===== config.mk =====
export PLATFORM = sky130hd
export DESIGN_NAME = dhsc_ram
export DESIGN_NICKNAME = d
export VERILOG_FILES = /design/src/sv/dhsc_ram.sv
export SDC_FILE = /design/constraint.sdc
export NUM_CORES = 1
export LEC_CHECK = 0
export BUFFER_PORTS_ARGS = -buffer_cell sky130_fd_sc_hd__buf_2
export CORE_MARGIN = 4
export CORE_UTILIZATION = 51
export DETAILED_ROUTE_END_ITERATION = 8
export GPL_ROUTABILITY_DRIVEN = 0
export HOLD_SLACK_MARGIN = 0.02
export MAX_ROUTING_LAYER = met4
export PLACE_DENSITY = 0.79
export REMOVE_ABC_BUFFERS = 1
export SYNTH_ARGS = -nofsm -noshare
export SYNTH_HDL_FRONTEND = slang
export SYNTH_SLANG_ARGS = --single-unit

===== constraint.sdc =====
create_clock -name clk -period 2.14 [get_ports clk]
set_clock_uncertainty 0.2 [all_clocks]
set_input_delay 0.428 -clock clk [delete_from_list [all_inputs] [get_ports clk]]
set_output_delay 0.428 -clock clk [all_outputs]
set_load 0.02 [all_outputs]

===== src/sv/dhsc_ram.sv =====
module dhsc_ram #(
    parameter int WIDTH  = 8,
    parameter int DEPTH  = 16,
    parameter int ADDR_W = $clog2(DEPTH)
) (
    input  logic              clk,
    input  logic              wr_en,
    input  logic [ADDR_W-1:0] wr_addr,
    input  logic [WIDTH-1:0]  wr_data,
    input  logic              rd_en,
    input  logic [ADDR_W-1:0] rd_addr,
    output logic [WIDTH-1:0]  rd_data
);

    logic [WIDTH-1:0] mem [DEPTH];

    always_ff @(posedge clk)
    begin
        if (wr_en)
        begin
            mem[wr_addr] <= wr_data;
        end
        if (rd_en)
        begin
            rd_data <= mem[rd_addr];
        end
    end

endmodule


==> flow_summary.ini <==
[sta]
relSlewSlack = 0.7153
slew_violations = 0
tightest_slew_ns = 0.4270
timing.final.crit_share = 0.8511
fmax_mhz = 549.0
rsz0062_at_grt = false
setup_viol = 0
hold_slack_ns = 0.09164
hold_viol = 0
layout_min_cycle_time_ns = 1.821

[clock_tree]
cts.htree.levels = 4
hold_buffers = 0
cts_made_buffers = 17
cts-resized-gates = 0
cts_tree = done
cts_setup_buffers = 0
clkTransAtPathRegs_ns = 0.06
cts_sinks = 136
clk-insertion-delay-late_ns = 0.52
cts.path.max_buffers = 2
cts-root-buf = clkbuf_8

[global_route]
grt-ovfl-total = 0
grt_max_degree = 33
grt_first_pass_wirelength_mm = 16.37
first_global_vias = 2717
grtUsageTotal = 0.2087
antenna_found_initial = 0

[synth]
synth_compound_area_frac = 0.02298
synth-adder-area-share = 0
synth_area_per_cell_um2 = 22.83
synth_area_um2 = 5228
syn_inst = 229
synth_mux_area_frac = 0.1479
synth_xor_area_frac = 0
yosys.cell_types.count = 18
ys_seq_area_frac = 0.7812
ys_seq_elements = 136
synth-simple-area-share = 0.03135
ys_warn_count = 0
synth_top_family_by_area = multiplexers

[cells_and_area]
area_delta_synth_final_pct = 20.44
num_antenna_cells = 0
drive_above_1_share = 0.3322
fill_cells = 601
layout.nets = 307

[route]
routed_via_density = 5.903
wirelength_mm = 10.76
num_vias = 2562
drtPass1Iterations = 5
detail_route.drc_violations = 0
drtIter0Drc = 273
ant_nets = 0
wl_per_cell_um = 24.80

[power]
ir_drop_mv = 0.5731
powerDensity_nw_per_um2 = 1020
power_leakage_nw = 2.143
total_power_mw = 6.422

[die]
coreArea_um2 = 9864
rows = 36
start_util = 0.5299
die_w_um = 109.2
fp.dieArea_um2 = 11930
die_y_um = 109.2
ios = 27

[setup_path]
start_kind = register
rrSetupSlack_ns = 0.32
required_ns = 2.18
crit_arrival_ns = 1.87
worstSetupEndpointType = register
critPathMaxFanout = 1
path_class = reg2reg

[placement]
dpl.hpwl_mm = 6.252
port_buffers = 26

[flow_run]
max-cap-violations = 0

[min_path]
holdCritPathClass = in2reg

[run_status]
status = finished clean
## layer usage
metal  wire length (um)  vias up  global-route usage
met5                  0        -                   -
met4                262        0             0.08816
met3                840       24             0.05329
met2               5548      138              0.3294
met1               4113     1301              0.2596
li1                   -     1099                   -
## worst paths after layout
kind,start,to,cells after the start
worst min register to register,mem[14][6],rd_data[6],3
worst max register to register,mem[9][1],rd_data[1],3
worst max-delay path,mem[9][1],rd_data[1],3
worst min-delay path,rd_en,rd_data[4],1
## cell usage in the layout (no fill, tap or decap)
master / instances
a22oi_1: 16
and2_1: 1
and2b_1: 1
buf_12: 3
buf_2: 26
buf_4: 21
bufinv_16: 5
clkbuf_1: 1
clkbuf_16: 16
clkbuf_8: 1
clkinv_4: 2
clkinvlp_4: 5
edfxtp_1: 136
inv_6: 2
mux4_1: 14
mux4_2: 18
nand2_1: 9
nand2b_1: 2
nand3_1: 1
nand3b_1: 2
nor2_1: 13
nor2b_1: 1
nor3_1: 4
or3b_2: 1
## kinds of logic after synthesis
family / count (synthesis)
DFF: 136
and+or+nand+nor: 35
muxes: 32
AOI/OAI and AO/OA: 16
buffers and inverters: 10
## layout make-up
cell class | count | area, um^2 | share of cell area
Multi-Input combinational cell | 83 | 1057 | 0.1679
Sequential cell | 136 | 4084 | 0.6486
Clock buffer | 18 | 417.9 | 0.06638
Clock inverter | 14 | 222.7 | 0.03537
Tap cell | 133 | 166.4 | 0.02643
Timing Repair Buffer | 50 | 347.8 | 0.05525
## Yosys cell counts
cell type	count	area, um^2
edfxtp_1	136	4084
mux4_2	18	405.4
a22oi_1	16	120.1
mux4_1	14	367.9
nor2_1	13	48.80
nand2_1	9	33.78
nor3_1	4	20.02
buf_2	3	15.01
buf_6	3	33.78
clkdlybuf4s25_2	3	30.03
nand2b_1	2	12.51
nand3b_1	2	15.01
and2_1	1	6.260
and2b_1	1	7.510
buf_4	1	7.510
nand3_1	1	5.000
nor2b_1	1	6.260
or3b_2	1	8.760
## state kept, by name, indices dropped and copies added (netlist names)
name,flops
mem,128
rd_data,8
## through the flow
stage	utilization	area (um^2)	setup TNS, ns	worst slack [ns]	instances
floorplan	-	5141	0	0.01913	219
global placement	0.5733	5655	-0.08341	-0.04474	402
detailed placement	0.5733	5655	-0.2270	-0.09113	402
CTS	0.6383	6296	0	0.3335	434
global route	0.6383	6296	0	0.3068	434
finish	0.6383	6296	0	0.3186	434
## power breakdown
part	switching (mW)	total [mW]	internal, mW
sequential	0.0180	3.02	3.00
combinational	0.176	0.302	0.126
clock	1.08	3.10	2.02
total	1.28	6.42	5.15
## worst max-delay path, cell delays in order (launching register included)
cell,delay [ns]
edfxtp_1,0.38
mux4_1,0.53
a22oi_1,0.33
nand2_1,0.11
Note: power is estimated with default switching activity, not from simulation.
