### config.mk
export PLATFORM = sky130hd
export DESIGN_NAME = dhsc_modmul
export DESIGN_NICKNAME = d
export VERILOG_FILES = /design/src/sv/dhsc_pkg.sv /design/src/sv/dhsc_modmul.sv
export SDC_FILE = /design/constraint.sdc
export NUM_CORES = 1
export LEC_CHECK = 0
export BUFFER_PORTS_ARGS = -buffer_cell sky130_fd_sc_hd__clkbuf_2
export CAP_MARGIN = 20
export CORE_ASPECT_RATIO = 1.5
export CORE_UTILIZATION = 30
export CTS_CLUSTER_SIZE = 14
export DETAILED_ROUTE_END_ITERATION = 12
export SLEW_MARGIN = 20
export SYNTH_ARGS = -nofsm -noshare
export SYNTH_HDL_FRONTEND = slang
export SYNTH_SLANG_ARGS = --single-unit
### constraint.sdc
create_clock -name clk -period 21 [get_ports clk]
set_input_delay 2.1 -clock clk [delete_from_list [all_inputs] [get_ports clk]]
set_output_delay 2.1 -clock clk [all_outputs]
set_load 0.01 [all_outputs]
### src/sv/dhsc_pkg.sv
package dhsc_pkg;

    localparam int MAX_LEN = 1024;
    localparam int IDX_W   = $clog2(MAX_LEN + 1);
    localparam int HASH_W  = 30;
    localparam int STEP_W  = $clog2(HASH_W);
    localparam int WORD_W  = 4 * HASH_W;

    localparam logic [HASH_W-1:0] MOD_A  = HASH_W'(1000000007);
    localparam logic [HASH_W-1:0] MOD_B  = HASH_W'(1000000009);
    localparam logic [HASH_W-1:0] BASE_A = HASH_W'(31);
    localparam logic [HASH_W-1:0] BASE_B = HASH_W'(37);
    localparam logic [6:0]        LETTER_BIAS = 7'd96;

    localparam logic REQ_LOAD  = 1'b0;
    localparam logic REQ_QUERY = 1'b1;

    typedef enum logic [3:0] {
        ST_IDLE,
        ST_LD_READ,
        ST_LD_POW_GO,
        ST_LD_POW_WAIT,
        ST_LD_HASH_GO,
        ST_LD_HASH_WAIT,
        ST_LD_WRITE,
        ST_Q_READ,
        ST_Q_POW,
        ST_W_READ_LO,
        ST_W_READ_HI,
        ST_W_GO,
        ST_W_WAIT,
        ST_W_CMP
    } state_t;

    typedef struct packed {
        logic                go;
        logic [HASH_W-1:0]   multiplicand;
        logic [HASH_W-1:0]   multiplier;
    } mul_cmd_t;

    typedef struct packed {
        logic                done;
        logic [HASH_W-1:0]   product;
    } mul_rsp_t;

endpackage

### src/sv/dhsc_modmul.sv
module dhsc_modmul (
    input  logic                      clk,
    input  logic                      rst_n,
    input  logic [dhsc_pkg::HASH_W-1:0] modulus,
    input  dhsc_pkg::mul_cmd_t        cmd,
    output dhsc_pkg::mul_rsp_t        rsp
);
    import dhsc_pkg::*;

    // Shift-and-add modular multiply, one multiplier bit per cycle, MSB first.
    logic              busy_reg;
    logic              done_reg;
    logic [STEP_W-1:0] step_reg;
    logic [HASH_W-1:0] acc_reg;
    logic [HASH_W-1:0] a_reg;
    logic [HASH_W-1:0] b_reg;
    logic [HASH_W:0]   dbl;
    logic [HASH_W-1:0] dbl_red;
    logic [HASH_W:0]   sum;
    logic [HASH_W-1:0] acc_next;

    always_comb
    begin
        dbl     = {acc_reg, 1'b0};
        dbl_red = (dbl >= {1'b0, modulus}) ? HASH_W'(dbl - {1'b0, modulus})
                                           : dbl[HASH_W-1:0];
        sum     = {1'b0, dbl_red} + (b_reg[HASH_W-1] ? {1'b0, a_reg} : '0);
        acc_next = (sum >= {1'b0, modulus}) ? HASH_W'(sum - {1'b0, modulus})
                                            : sum[HASH_W-1:0];
    end

    always_ff @(posedge clk or negedge rst_n)
    begin
        if (!rst_n)
        begin
            busy_reg <= 1'b0;
            done_reg <= 1'b0;
            step_reg <= '0;
        end
        else
        begin
            done_reg <= 1'b0;
            if (cmd.go)
            begin
                busy_reg <= 1'b1;
                step_reg <= '0;
            end
            else if (busy_reg)
            begin
                step_reg <= step_reg + 1'b1;
                if (step_reg == STEP_W'(HASH_W - 1))
                begin
                    busy_reg <= 1'b0;
                    done_reg <= 1'b1;
                end
            end
        end
    end

    always_ff @(posedge clk)
    begin
        if (cmd.go)
        begin
            acc_reg <= '0;
            a_reg   <= cmd.multiplicand;
            b_reg   <= cmd.multiplier;
        end
        else if (busy_reg)
        begin
            acc_reg <= acc_next;
            b_reg   <= {b_reg[HASH_W-2:0], 1'b0};
        end
    end

    assign rsp.done    = done_reg;
    assign rsp.product = acc_reg;

endmodule
==> impl_metrics.ini <==
[floorplan]
die_h_um = 214
core_um2 = 29500
die_x_um = 144
std_cell_rows = 77
die_area_um2 = 30800
io_pins = 124
start_util_pct = 30.6

[synth]
synth_flop_cell = edfxtp_1
syn_area_per_cell_um2 = 8.99
synth_edf_count = 60
synth-xor-area-share_pct = 7.77
synth_area_um2 = 9010
yosysUniqueCellTypes = 73
syn-num-nets = 1191
synth-async-reset-ratio_pct = 7.22
seq_area_frac_synth_pct = 28.6
synth_compound_area_share_pct = 20.9
synth_mux_area_share_pct = 9.47
synthCells = 1003
synth-simple-area-share_pct = 15.1
synth-adder-area-share_pct = 13.4
synth_top_family_by_area = compound AO/OA/AOI/OAI gates
ys_seq_elements = 97
synth_warnings = 0

[worst_setup_path]
max_stage_delay_ns = 0.48
cp_top_family = compound AO/OA/AOI/OAI gates
critical_path_class = input pin to register
reg2reg_setup_slack_ns = 12.43
reg2regPathDepth = 32
cp-start-kind = input pin
crit_top_cell = a21oi_1
crit_required_ns = 21.25
crit_slowest_cell = buf_4
critPathBufInv = 4
timing.rr.start = acc_reg[3]$_SDFFE_PP0P_
arrival_ns = 10.30
worstReg2RegEnd = acc_reg[26]$_SDFFE_PP0P_
cp_max_fo = 39
cp-end-kind = register

[clock_network]
clkSinkCount = 97
cts-buffers-inserted = 9
cts_root_buf = clkbuf_16
cts_max_path_buffers = 2
cts_max_level = 3
clkTransAtPathRegs_ns = 0.08
insertion_delay_ns = 0.39
hold_buffers = 0
postCtsResizedCells = 0
cts_tree = built
cts_setup_buffers = 0

[hold_path]
worst_hold_path.num_cells = 2
hold_path.startpoint = acc_reg[18]$_SDFFE_PP0P_
min_path_type = register to register
hold_path_end = acc_reg[18]$_SDFFE_PP0P_

[detailed_routing]
remaining_drc_errors = 0
routed_wl_um = 26700
drtPass1Iterations = 5
vias = 7795
drtIter0Drc = 351
ant_nets = 0
drt-wirelength-per-cell_um = 17.7
vias_per_cell = 5.18

[place]
port_buffers = 123
place_ws_ns = 10.61
dp_hpwl_um = 21500
place.gp.congestion = 0.925
placed_area_um2 = 9990

[layout]
layout_common_cells = clkbuf_2, ha_1, nor2_1
nets = 1294
design_area_um2 = 10300
area_delta_synth_final_pct = 14.4
diodes = 0
drive_above_1_share_pct = 19.9
final_common_cell = clkbuf_2

[global_routing]
grt_pass1_wl_um = 41900
grt_pass1_vias = 8155
antenna_found_initial = 0
grt.overflow.total = 0
gr-usage-all-layers_pct = 17.9
grt_max_degree = 65

[timing]
fin_crit_sh_pct = 47.9
rsz0062_at_grt = no
slew_viol_final = 0
finalSetupViolCount = 0
fin_skew_ns = 0.0149
fin_tns_setup_ns = 0
layout_min_cycle_time_ns = 10.05
max_slew_margin_pct = 51.9
worst_slack_ns = 10.95
max_freq_ghz = 0.0995
worst_pin_slew_ns = 0.721
hold_viol_final = 0

[job]
cap_violations = 0

[run_status]
outcome = finished clean
cells in the mapped netlist (all sizes together), types with 30 or more instances:
library cell	instances	area [um^2]
a211oi	31	233
a21o	35	263
a21oi	85	437
and2	34	213
dfxtp	30	601
edfxtp	60	1800
ha	92	1150
inv	62	233
mux2	58	653
nand2	51	196
nor2	91	342
o21ai	42	210
xnor2	58	508
stage by stage:
| step | hold slack (ns) | util (%) | cells |
|---|---|---|---|
| 3_5_place_dp | 0.514 | 33.9 | 1490 |
| 3_3_place_gp | 0.510 | 33.9 | 1489 |
| 5_1_grt | 0.546 | 35.0 | 1506 |
| 2_1_floorplan | 0.505 | - | 1003 |
| 4_1_cts | 0.525 | 35.0 | 1506 |
| 6_report | 0.525 | 35.0 | 1506 |
per-layer routing:
metal  track usage [%]  part of all wire, %  up-vias
li1                  -                    -     3869
met1              17.7                   37     3626
met2              32.5                   52      207
met3              3.44                  4.2       93
met4              13.4                  7.0        0
met5                 0                    0        -
kinds of logic after synthesis:
kind of cell	after synthesis
AO/OA/AOI/OAI	277
AND/OR/NAND/NOR	277
buffers and inverters	99
flip-flops	97
adder cells (fa/ha/maj)	95
XOR/XNOR	80
multiplexers	78
area by class of cell:
cell class              instances  area, um^2
flip-flops and latches         97        2580
clock inverters                 7        96.3
repair buffers                129         671
clock buffers                   9         225
well taps                     395         494
inverters                      62         233
multi-input cells             807        6020
fillers                      3126       19200
worst max path at each step:
stage | from | end | slack, ns | cells after the start
floorplan | modulus[20] | acc_reg[25]$_SDFFE_PP0P_ | 12.23 | 36
global placement | modulus[20] | acc_reg[26]$_SDFFE_PP0P_ | 10.78 | 34
detailed placement | modulus[20] | acc_reg[26]$_SDFFE_PP0P_ | 10.61 | 34
CTS | modulus[20] | acc_reg[26]$_SDFFE_PP0P_ | 10.97 | 34
global route | modulus[10] | acc_reg[26]$_SDFFE_PP0P_ | 10.35 | 34
finish | modulus[20] | acc_reg[26]$_SDFFE_PP0P_ | 10.95 | 34
worst min-delay path: cells and delay by family, from the launching register on:
kind	cells	cell delay [ns]
flops	1	0.34
simple gates	1	0.09
compound gates	1	0.05
Power is left out: the tool's default activity adds up to more than one toggle a clock period on the data nets, which glitch-free logic cannot reach.
